==> config.mk <==
export PLATFORM = sky130hd
export DESIGN_NAME = detector_record_unpacker_unit
export DESIGN_NICKNAME = d
export VERILOG_FILES = /design/src/sv/dru_pkg.sv /design/src/sv/dru_front.sv /design/src/sv/dru_queue.sv /design/src/sv/dru_back.sv /design/src/sv/detector_record_unpacker_unit.sv
export SDC_FILE = /design/constraint.sdc
export NUM_CORES = 2
export LEC_CHECK = 0
export ABC_AREA = 1
export BUFFER_PORTS_ARGS = -buffer_cell sky130_fd_sc_hd__clkbuf_2
export CAP_MARGIN = 20
export CORE_ASPECT_RATIO = 0.8
export CORE_MARGIN = 1.5
export CORE_UTILIZATION = 40
export CTS_CLUSTER_DIAMETER = 30
export CTS_CLUSTER_SIZE = 28
export DETAILED_ROUTE_END_ITERATION = 10
export PLACE_DENSITY = 0.56
export SYNTH_ARGS = -nofsm -noshare
export SYNTH_HDL_FRONTEND = slang
export SYNTH_SLANG_ARGS = --single-unit
==> constraint.sdc <==
create_clock -name clk -period 27.4 [get_ports clk]
set_clock_uncertainty 0.05 [all_clocks]
set_input_delay 8.22 -clock clk [delete_from_list [all_inputs] [get_ports clk]]
set_output_delay 8.22 -clock clk [all_outputs]
set_load 0.05 [all_outputs]
==> src/sv/dru_pkg.sv <==
// ----------------------------------------------------------------------------
// dru_pkg
// Shared types, constants and helpers for the detector record unpacker.
// ----------------------------------------------------------------------------
`default_nettype none

package dru_pkg;

  // field widths fixed by the record format
  localparam int WORD_HIGH_W = 64;
  localparam int WORD_LOW_W  = 40;
  localparam int HIT_W       = 64;
  localparam int NARROW_W    = 12;
  localparam int TS_W        = 59;
  localparam int SYNC_TIME_W = 60;
  localparam int CNT_W       = 32;
  localparam int MARKER_W    = 32;
  localparam int CFG_DATA_W  = 32;
  localparam int CFG_INDEX_W = 1;

  // record layout inside word_low
  localparam int NARROW_LSB = 28;
  localparam int SYNC_BIT   = 27;

  // default configuration
  localparam int DEFAULT_TIME_BITS   = 27;
  localparam int DEFAULT_QUEUE_DEPTH = 4;

  localparam logic [MARKER_W-1:0] HEADER_MARKER_RESET = 32'h0123_4567;
  localparam logic [MARKER_W-1:0] FOOTER_MARKER_RESET = 32'hAAAA_AAAA;

  // configuration register indexes
  localparam logic [CFG_INDEX_W-1:0] REG_HEADER_MARKER = 1'b0;
  localparam logic [CFG_INDEX_W-1:0] REG_FOOTER_MARKER = 1'b1;

  // result kinds
  typedef enum logic [1:0] {
    KIND_SYNC    = 2'd0,
    KIND_WIDE    = 2'd1,
    KIND_NARROW  = 2'd2,
    KIND_SUMMARY = 2'd3
  } kind_t;

  typedef struct packed {
    logic [WORD_HIGH_W-1:0] word_high;
    logic [WORD_LOW_W-1:0]  word_low;
  } in_item_t;

  typedef struct packed {
    kind_t                         kind;
    logic [HIT_W-1:0]              hit_bits;
    logic [TS_W-1:0]               timestamp;
    logic signed [SYNC_TIME_W-1:0] sync_time;
    logic [CNT_W-1:0]              entry_index;
    logic [CNT_W-1:0]              wide_count;
    logic [CNT_W-1:0]              narrow_count;
    logic [CNT_W-1:0]              sync_count;
    logic                          last;
  } out_item_t;

  // one classified record waiting for the back end
  // a summary carries the spill counts in the three index fields
  typedef struct packed {
    logic                          summary;
    logic                          has_sync;
    logic                          has_wide;
    logic                          has_narrow;
    logic [HIT_W-1:0]              wide_bits;
    logic [NARROW_W-1:0]           narrow_bits;
    logic [TS_W-1:0]               timestamp;
    logic signed [SYNC_TIME_W-1:0] sync_time;
    logic [CNT_W-1:0]              sync_idx;
    logic [CNT_W-1:0]              wide_idx;
    logic [CNT_W-1:0]              narrow_idx;
  } job_t;

  // saturating increment
  function automatic logic [CNT_W-1:0] sat_inc(input logic [CNT_W-1:0] v);
    return (&v) ? v : v + CNT_W'(1);
  endfunction

endpackage

`default_nettype wire

==> src/sv/dru_front.sv <==
// ----------------------------------------------------------------------------
// dru_front
// Accepts records, classifies header / footer / data, unwraps the time,
// keeps the spill counters and pushes one job per record that yields results.
// ----------------------------------------------------------------------------
`default_nettype none

module dru_front import dru_pkg::*; #(
  parameter int TIME_BITS = DEFAULT_TIME_BITS
) (
  input  wire logic                   clk,
  input  wire logic                   rst,
  input  wire logic                   cfg_we,
  input  wire logic [CFG_INDEX_W-1:0] cfg_index,
  input  wire logic [CFG_DATA_W-1:0]  cfg_data,
  input  wire logic                   in_valid,
  output      logic                   in_stall,
  input  wire in_item_t               in_data,
  input  wire logic                   queue_full,
  output      logic                   push,
  output      job_t                   push_job
);

  logic [MARKER_W-1:0]           header_marker;
  logic [MARKER_W-1:0]           footer_marker;
  logic [CNT_W-1:0]              wrap_count;
  logic [TIME_BITS-1:0]          previous_raw_time;
  logic signed [SYNC_TIME_W-1:0] latest_sync_time;
  logic [CNT_W-1:0]              wide_hits_seen;
  logic [CNT_W-1:0]              narrow_hits_seen;
  logic [CNT_W-1:0]              sync_hits_seen;

  logic [MARKER_W-1:0]  top;
  logic                 is_header;
  logic                 is_footer;
  logic                 is_data;
  logic                 accept;
  logic [TIME_BITS-1:0] raw;
  logic [NARROW_W-1:0]  narrow;
  logic                 sync;
  logic                 wide_hit;
  logic                 narrow_hit;
  logic [CNT_W-1:0]     wrap_count_next;
  logic [63:0]          ts_full;
  logic [TS_W-1:0]      ts;

  // classify
  assign top        = in_data.word_high[WORD_HIGH_W-1 -: MARKER_W];
  assign is_header  = (top == header_marker);
  assign is_footer  = !is_header && (top == footer_marker);
  assign is_data    = !is_header && !is_footer;
  assign in_stall   = queue_full;
  assign accept     = in_valid && !in_stall;

  // unpack the data fields
  assign raw        = in_data.word_low[TIME_BITS-1:0];
  assign narrow     = in_data.word_low[NARROW_LSB +: NARROW_W];
  assign sync       = in_data.word_low[SYNC_BIT];
  assign wide_hit   = (in_data.word_high != '0);
  assign narrow_hit = (narrow != '0);

  // time unwrap: a decrease of the raw time counts one wrap
  assign wrap_count_next = (raw < previous_raw_time) ? sat_inc(wrap_count) : wrap_count;
  assign ts_full         = (64'(wrap_count_next) << TIME_BITS) | 64'(raw);
  assign ts              = ts_full[TS_W-1:0];

  // job for the back end
  assign push = accept && (is_footer || (is_data && (sync || wide_hit || narrow_hit)));

  always_comb begin
    push_job             = '0;
    push_job.summary     = is_footer;
    push_job.has_sync    = is_data && sync;
    push_job.has_wide    = is_data && wide_hit;
    push_job.has_narrow  = is_data && narrow_hit;
    push_job.wide_bits   = in_data.word_high;
    push_job.narrow_bits = narrow;
    push_job.timestamp   = ts;
    push_job.sync_time   = (is_data && sync) ? $signed({1'b0, ts}) : latest_sync_time;
    if (is_footer) begin
      push_job.sync_idx   = sync_hits_seen;
      push_job.wide_idx   = wide_hits_seen;
      push_job.narrow_idx = narrow_hits_seen;
    end else begin
      push_job.sync_idx   = sync_hits_seen;
      push_job.wide_idx   = wide_hits_seen;
      push_job.narrow_idx = narrow_hits_seen;
    end
  end

  // configuration registers
  always_ff @(posedge clk) begin
    if (rst) begin
      header_marker <= HEADER_MARKER_RESET;
      footer_marker <= FOOTER_MARKER_RESET;
    end else if (cfg_we) begin
      case (cfg_index)
        REG_HEADER_MARKER: header_marker <= cfg_data[MARKER_W-1:0];
        REG_FOOTER_MARKER: footer_marker <= cfg_data[MARKER_W-1:0];
        default: ;
      endcase
    end
  end

  // spill state
  always_ff @(posedge clk) begin
    if (rst || (accept && is_header)) begin
      wrap_count        <= '0;
      previous_raw_time <= '0;
      latest_sync_time  <= '1;
      wide_hits_seen    <= '0;
      narrow_hits_seen  <= '0;
      sync_hits_seen    <= '0;
    end else if (accept && is_data) begin
      wrap_count        <= wrap_count_next;
      previous_raw_time <= raw;
      if (sync) begin
        latest_sync_time <= $signed({1'b0, ts});
        sync_hits_seen   <= sat_inc(sync_hits_seen);
      end
      if (wide_hit) begin
        wide_hits_seen <= sat_inc(wide_hits_seen);
      end
      if (narrow_hit) begin
        narrow_hits_seen <= sat_inc(narrow_hits_seen);
      end
    end
  end

`ifndef ASSERT_OFF
  // the sync time is either none or a 59-bit timestamp
  a_sync_time_form: assert property (@(posedge clk) disable iff (rst)
    latest_sync_time[SYNC_TIME_W-1] |-> (&latest_sync_time))
    else $error("latest sync time has an invalid form");

  // a footer leaves the spill state alone
  a_footer_keeps_state: assert property (@(posedge clk) disable iff (rst)
    (accept && is_footer && !cfg_we) |=> ($stable(wrap_count) && $stable(sync_hits_seen)
      && $stable(wide_hits_seen) && $stable(narrow_hits_seen)))
    else $error("footer changed spill state");

  // no job is pushed into a full queue
  a_no_push_when_full: assert property (@(posedge clk) disable iff (rst)
    queue_full |-> !push)
    else $error("push into full queue");
`endif

endmodule

`default_nettype wire

==> src/sv/dru_queue.sv <==
// ----------------------------------------------------------------------------
// dru_queue
// Short job queue between front and back end, flip-flop storage.
// ----------------------------------------------------------------------------
`default_nettype none

module dru_queue import dru_pkg::*; #(
  parameter int DEPTH = DEFAULT_QUEUE_DEPTH
) (
  input  wire logic clk,
  input  wire logic rst,
  input  wire logic push,
  input  wire job_t push_job,
  output      logic full,
  input  wire logic pop,
  output      job_t head,
  output      logic empty
);

  localparam int PTR_W   = (DEPTH > 1) ? $clog2(DEPTH) : 1;
  localparam int COUNT_W = $clog2(DEPTH + 1);

  job_t               entries [DEPTH];
  logic [PTR_W-1:0]   wr_ptr;
  logic [PTR_W-1:0]   rd_ptr;
  logic [COUNT_W-1:0] count;

  assign full  = (count == COUNT_W'(DEPTH));
  assign empty = (count == '0);
  assign head  = entries[rd_ptr];

  // storage
  always_ff @(posedge clk) begin
    if (push) begin
      entries[wr_ptr] <= push_job;
    end
  end

  // pointers and fill count
  always_ff @(posedge clk) begin
    if (rst) begin
      wr_ptr <= '0;
      rd_ptr <= '0;
      count  <= '0;
    end else begin
      if (push) begin
        wr_ptr <= (wr_ptr == PTR_W'(DEPTH - 1)) ? '0 : wr_ptr + PTR_W'(1);
      end
      if (pop) begin
        rd_ptr <= (rd_ptr == PTR_W'(DEPTH - 1)) ? '0 : rd_ptr + PTR_W'(1);
      end
      if (push && !pop) begin
        count <= count + COUNT_W'(1);
      end else if (pop && !push) begin
        count <= count - COUNT_W'(1);
      end
    end
  end

endmodule

`default_nettype wire

==> src/sv/dru_back.sv <==
// ----------------------------------------------------------------------------
// dru_back
// Walks the head job one result per cycle (sync, wide, narrow or summary)
// into the output register while the output is not stalled.
// ----------------------------------------------------------------------------
`default_nettype none

module dru_back import dru_pkg::*; (
  input  wire logic      clk,
  input  wire logic      rst,
  input  wire job_t      head,
  input  wire logic      empty,
  output      logic      pop,
  output      logic      out_valid,
  input  wire logic      out_stall,
  output      out_item_t out_data
);

  logic [2:0] served;
  logic [2:0] pending;
  logic [2:0] sel;
  logic       sel_last;
  logic       load;
  logic       emit;
  out_item_t  result;

  // results still owed for the head job, in order sync, wide, narrow
  assign pending = {head.has_narrow, head.has_wide, head.has_sync} & ~served;
  assign sel[0]  = pending[0];
  assign sel[1]  = !pending[0] && pending[1];
  assign sel[2]  = !pending[0] && !pending[1] && pending[2];
  assign sel_last = head.summary || ((pending & ~sel) == '0);

  assign load = !out_valid || !out_stall;
  assign emit = load && !empty;
  assign pop  = emit && sel_last;

  // build the next result
  always_comb begin
    result           = '0;
    result.timestamp = head.timestamp;
    result.sync_time = head.sync_time;
    result.last      = sel_last;
    if (head.summary) begin
      result.kind         = KIND_SUMMARY;
      result.timestamp    = '0;
      result.wide_count   = head.wide_idx;
      result.narrow_count = head.narrow_idx;
      result.sync_count   = head.sync_idx;
    end else if (sel[0]) begin
      result.kind        = KIND_SYNC;
      result.hit_bits    = HIT_W'(1);
      result.entry_index = head.sync_idx;
    end else if (sel[1]) begin
      result.kind        = KIND_WIDE;
      result.hit_bits    = head.wide_bits;
      result.entry_index = head.wide_idx;
    end else begin
      result.kind        = KIND_NARROW;
      result.hit_bits    = HIT_W'(head.narrow_bits);
      result.entry_index = head.narrow_idx;
    end
  end

  // progress through the head job
  always_ff @(posedge clk) begin
    if (rst) begin
      served <= '0;
    end else if (emit) begin
      served <= sel_last ? '0 : (served | sel);
    end
  end

  // output register
  always_ff @(posedge clk) begin
    if (rst) begin
      out_valid <= 1'b0;
    end else if (load) begin
      out_valid <= !empty;
    end
  end

  always_ff @(posedge clk) begin
    if (emit) begin
      out_data <= result;
    end
  end

`ifndef ASSERT_OFF
  // only results the head job carries are marked served
  a_served_subset: assert property (@(posedge clk) disable iff (rst)
    !empty |-> ((served & ~{head.has_narrow, head.has_wide, head.has_sync}) == '0))
    else $error("served mask holds a result the job lacks");

  // nothing is half served while the queue is empty
  a_empty_clear: assert property (@(posedge clk) disable iff (rst)
    empty |-> (served == '0))
    else $error("served mask set with empty queue");

  // a job is kept until its last result has gone out
  a_job_kept: assert property (@(posedge clk) disable iff (rst)
    (emit && !sel_last) |=> !empty)
    else $error("job lost before its last result");
`endif

endmodule

`default_nettype wire

==> src/sv/detector_record_unpacker_unit.sv <==
// ----------------------------------------------------------------------------
// detector_record_unpacker_unit
// Unpacks 104-bit detector records into sync, wide, narrow hit results and
// spill summaries.
// ----------------------------------------------------------------------------
// The front end takes one record per cycle whenever its job queue has room,
// decodes it, unwraps the time and updates the spill counters at once; a
// header or a data record without hits leaves no job. The back end sends one
// result per cycle from the queue head through an output register while the
// output is not stalled, so a record with one to three results holds the
// queue head until its last result has gone out. The first result of a
// record passes through the job queue and then the output register.
// Configuration writes take effect at the next edge and are meant for
// idle periods only.
`default_nettype none

module detector_record_unpacker_unit import dru_pkg::*; #(
  parameter int TIME_BITS   = DEFAULT_TIME_BITS,
  parameter int QUEUE_DEPTH = DEFAULT_QUEUE_DEPTH
) (
  input  wire logic                   clk,
  input  wire logic                   rst,
  input  wire logic                   cfg_we,
  input  wire logic [CFG_INDEX_W-1:0] cfg_index,
  input  wire logic [CFG_DATA_W-1:0]  cfg_data,
  input  wire logic                   in_valid,
  output      logic                   in_stall,
  input  wire in_item_t               in_data,
  output      logic                   out_valid,
  input  wire logic                   out_stall,
  output      out_item_t              out_data
);

  logic push;
  job_t push_job;
  logic full;
  logic pop;
  job_t head;
  logic empty;

  // decode and spill state
  dru_front #(
    .TIME_BITS (TIME_BITS)
  ) u_front (
    .clk        (clk),
    .rst        (rst),
    .cfg_we     (cfg_we),
    .cfg_index  (cfg_index),
    .cfg_data   (cfg_data),
    .in_valid   (in_valid),
    .in_stall   (in_stall),
    .in_data    (in_data),
    .queue_full (full),
    .push       (push),
    .push_job   (push_job)
  );

  // job queue
  dru_queue #(
    .DEPTH (QUEUE_DEPTH)
  ) u_queue (
    .clk      (clk),
    .rst      (rst),
    .push     (push),
    .push_job (push_job),
    .full     (full),
    .pop      (pop),
    .head     (head),
    .empty    (empty)
  );

  // result sequencing
  dru_back u_back (
    .clk       (clk),
    .rst       (rst),
    .head      (head),
    .empty     (empty),
    .pop       (pop),
    .out_valid (out_valid),
    .out_stall (out_stall),
    .out_data  (out_data)
  );

endmodule

`default_nettype wire

==> flow_metrics.py <==
metrics = {
    "placement": {
        "place.detailed.hpwl_mm": 122.9,
        "io_buffers": 457,
        "finalWeightedCongestion": 0.9077,
    },
    "die": {
        "num_rows": 139,
        "io_pins": 458,
        "die_w_um": 477.4,
        "die_height_um": 382.5,
        "start_util": 0.4020,
        "core_area_mm2": 0.1791,
        "dieArea_mm2": 0.1826,
    },
    "synthesis": {
        "yosys.area_share.simple": 0.1357,
        "ys_types": 45,
        "syn_area_mm2": 0.07201,
        "synth_adder_area_share": 0.006533,
        "syn_inst": 6273,
        "syn-num-nets": 6452,
        "synth_warnings": 0,
        "async_flop_share": 0,
        "synth_top_cell_by_area": "edfxtp_1",
        "synth.area.mux_share": 0,
        "synth.area.top_cells": "edfxtp_1 (62%), dfxtp_1 (8.1%), nand2_1 (5.4%)",
        "ys_seq_area_frac": 0.7042,
        "synth_compound_area_frac": 0.09596,
        "synthTopCellsByCount": "edfxtp_1 (1494), nand2_1 (1030), nor2_1 (943)",
        "ys_seq_elements": 1786,
        "synth_edf_count": 1494,
        "synth_xor_area_frac": 0.01764,
        "ys.flop_type": "edfxtp_1",
        "synth_area_per_cell_um2": 11.48,
        "synth.top_cell.area_share": 0.6230,
        "synth.most_common_cell": "edfxtp_1",
        "synth_top_family_by_area": "simple AND/OR/NAND/NOR gates",
    },
    "routing": {
        "avgRoutedWirePerCell_um": 21.56,
        "ant_nets": 0,
        "avgViaCountPerCell": 5.187,
        "wl_mm": 204.6,
        "first_pass_iters": 5,
        "drc_errors": 0,
        "first_iter_violations": 4424,
        "vias": 49217,
    },
    "timing": {
        "period_needed_ns": 12.04,
        "finalSetupViolCount": 0,
        "tightestPinTransition_ns": 1.088,
        "rsz0062_at_grt": "false",
        "period_share": 0.4396,
        "slew_headroom": 0.2746,
        "setup-tns-final_ns": 0,
        "fmax_ghz": 0.08303,
        "slew_violations": 0,
        "hold_viol": 0,
        "fin_hold_ws_ns": 0.3976,
    },
    "clock_network": {
        "clockRootBuffer": "clkbuf_16",
        "ctsHtreeMaxLevel": 5,
        "cts_buffer_depth": 4,
        "worstSkewPairLatency_ns": 0.90,
        "ctsHoldBuffers": 0,
        "cts_sinks": 1786,
        "postCtsResizedCells": 0,
        "cts_setup_buffers": 0,
        "cts-buffers-inserted": 363,
        "clkTransAtPathRegs_ns": 0.04,
        "cts_tree": "yes",
    },
    "pwr": {
        "ir_worst_vdd_mv": 0.1044,
        "p_per_area_mw_per_mm2": 126.6,
        "cellLeakagePower_nw": 32.83,
    },
    "global_route": {
        "met3_usage": 0.04123,
        "antenna_found_initial": 15,
        "grt_pass1_wl_mm": 304.1,
        "grt-ovfl-total": 0,
        "grt_max_degree": 193,
        "met1_usage": 0.3052,
        "use_met2": 0.3468,
        "grt_busiest_layer": "met2",
        "track_usage": 0.2188,
        "grt_pass1_vias": 47360,
    },
    "setup_path": {
        "r2r-end": "u_queue.count[2]",
        "crit_type": "in2reg",
        "path_buf_inv": 4,
        "regToRegSetupSlack_ns": 22.37,
        "crit_fanout": 141,
        "cp_slowest_cell": "buf_12",
        "r2r_cells": 16,
        "cp_num_cells": 13,
        "cp_data_required_time_ns": 27.82,
        "slowest_delay_ns": 0.76,
        "crit_arrival_ns": 12.47,
        "startpoint_type": "input port",
        "critPathCaptureType": "flop",
        "crit_family": "buffers and inverters",
        "crit_chain": "clkbuf_2, nor2_1, nand4_1, nand3b_1, nor2_1, nand2_1, nor2_1, nand2_1, nand2_1, nor2_4, buf_4, buf_4, buf_12",
    },
    "cells_and_area": {
        "nets": 6979,
        "final_layout_size_suffix_gt1_frac": 0.1666,
        "fill_cells": 15919,
        "syn_to_final_growth_pct": 23.09,
    },
    "job": {
        "maxCapViolCount": 0,
    },
    "worst_hold_path": {
        "whs_path_depth": 2,
        "hold_path_startpoint": "u_front.latest_sync_time[59]",
        "hold_path.class": "reg2reg",
        "holdPathEnd": "u_front.latest_sync_time[59]",
    },
    "run_status": {
        "status": "complete, no violations",
    },
}
-- worst max-delay path by stage --
| stage | startpoint | end | slack, ns |
|---|---|---|---|
| floorplan | in_data[89] | u_queue.entries[0][0] | 5.07 |
| global placement | in_data[42] | u_queue.entries[0][22] | 14.06 |
| detailed placement | in_data[42] | u_queue.entries[0][85] | 14.48 |
| CTS | in_data[42] | u_queue.entries[0][135] | 15.41 |
| global route | in_data[46] | u_queue.entries[0][223] | 15.14 |
| finish | in_data[46] | u_queue.entries[0][193] | 15.36 |
-- power breakdown --
group	leakage (nW)	switching, mW	internal [mW]	total, mW
logic	10.8	2.41	0.576	2.98
clock network	6.02	1.43	2.98	4.41
registers	16.0	0.198	3.63	3.83
-- layout make-up --
type	count	area (um^2)	share of cell area
Tap cell	2397	2999	0.03384
Antenna cell	3	7.507	0.00008470
Multi-Input combinational cell	3822	18480	0.2085
Sequential cell	1786	50720	0.5722
Clock buffer	415	9495	0.1071
Inverter	310	1191	0.01344
Clock inverter	238	2839	0.03203
Timing Repair Buffer	517	2905	0.03278
-- worst register-to-register path, delay by kind of cell, from the launching register on --
kind | cells | cell delay (ns)
buffers and inverters | 3 | 1.00
AND/OR/NAND/NOR | 5 | 1.54
AO/OA/AOI/OAI | 6 | 0.93
flip-flops | 1 | 0.81
adder cells (fa/ha/maj) | 2 | 0.60
-- per-layer routing --
layer,up-vias,share of wire
met5,-,0.000064
li1,23296,-
met2,1538,0.47
met4,2,0.024
met3,318,0.061
met1,24063,0.45
-- cell usage in the layout (no fill, tap or decap), types with 36 or more instances in the layout --
master,count
buf_4,47
xnor2_1,55
a32o_1,42
clkbuf_16,368
nor3_1,53
clkinv_2,62
edfxtp_1,1494
nand4_1,91
dfxtp_1,290
o22ai_1,182
inv_1,284
nand3_1,171
nor2_1,938
clkbuf_2,457
bufinv_16,53
clkbuf_1,36
nand2_1,1029
ha_1,36
xor2_1,90
o21ai_0,583
a21oi_1,330
o21ai_1,69
-- cells by family (layout without fill, tap and decap cells) --
kind of cell             count (synthesis)  after routing
AND/OR/NAND/NOR                       2381           2381
flip-flops                            1786           1786
AO/OA/AOI/OAI                         1259           1259
buffers and inverters                  665           1480
XOR/XNOR                               145            145
adder cells (fa/ha/maj)                 37             37
other                                    0              3
-- flip-flops by register name (all words and copies together) (netlist names), named ones only --
| name | flops |
|---|---|
| u_back.out_data | 314 |
| u_back.out_valid | 1 |
| u_back.served | 3 |
| u_front.footer_marker | 32 |
| u_front.header_marker | 32 |
| u_front.latest_sync_time | 60 |
| u_front.narrow_hits_seen | 32 |
| u_front.previous_raw_time | 27 |
| u_front.sync_hits_seen | 32 |
| u_front.wide_hits_seen | 32 |
| u_front.wrap_count | 32 |
| u_queue.count | 3 |
| u_queue.entries | 1180 |
| u_queue.rd_ptr | 2 |
| u_queue.wr_ptr | 2 |
-- stage by stage --
step                      utilization  cells  worst slack [ns]  area (um^2)  total power, mW
final                          0.4948   9488             15.36        88640            11.22
after global routing           0.4948   9488             15.14        88640            11.67
after CTS                      0.4944   9482             15.41        88560            11.32
after detailed placement       0.4255   8829             14.48        76230            6.882
after global placement         0.4254   8828             14.06        76210            6.864
after floorplan                     -   6273             5.069        72010            5.998
No activity file was read; power rests on OpenSTA's default activity.
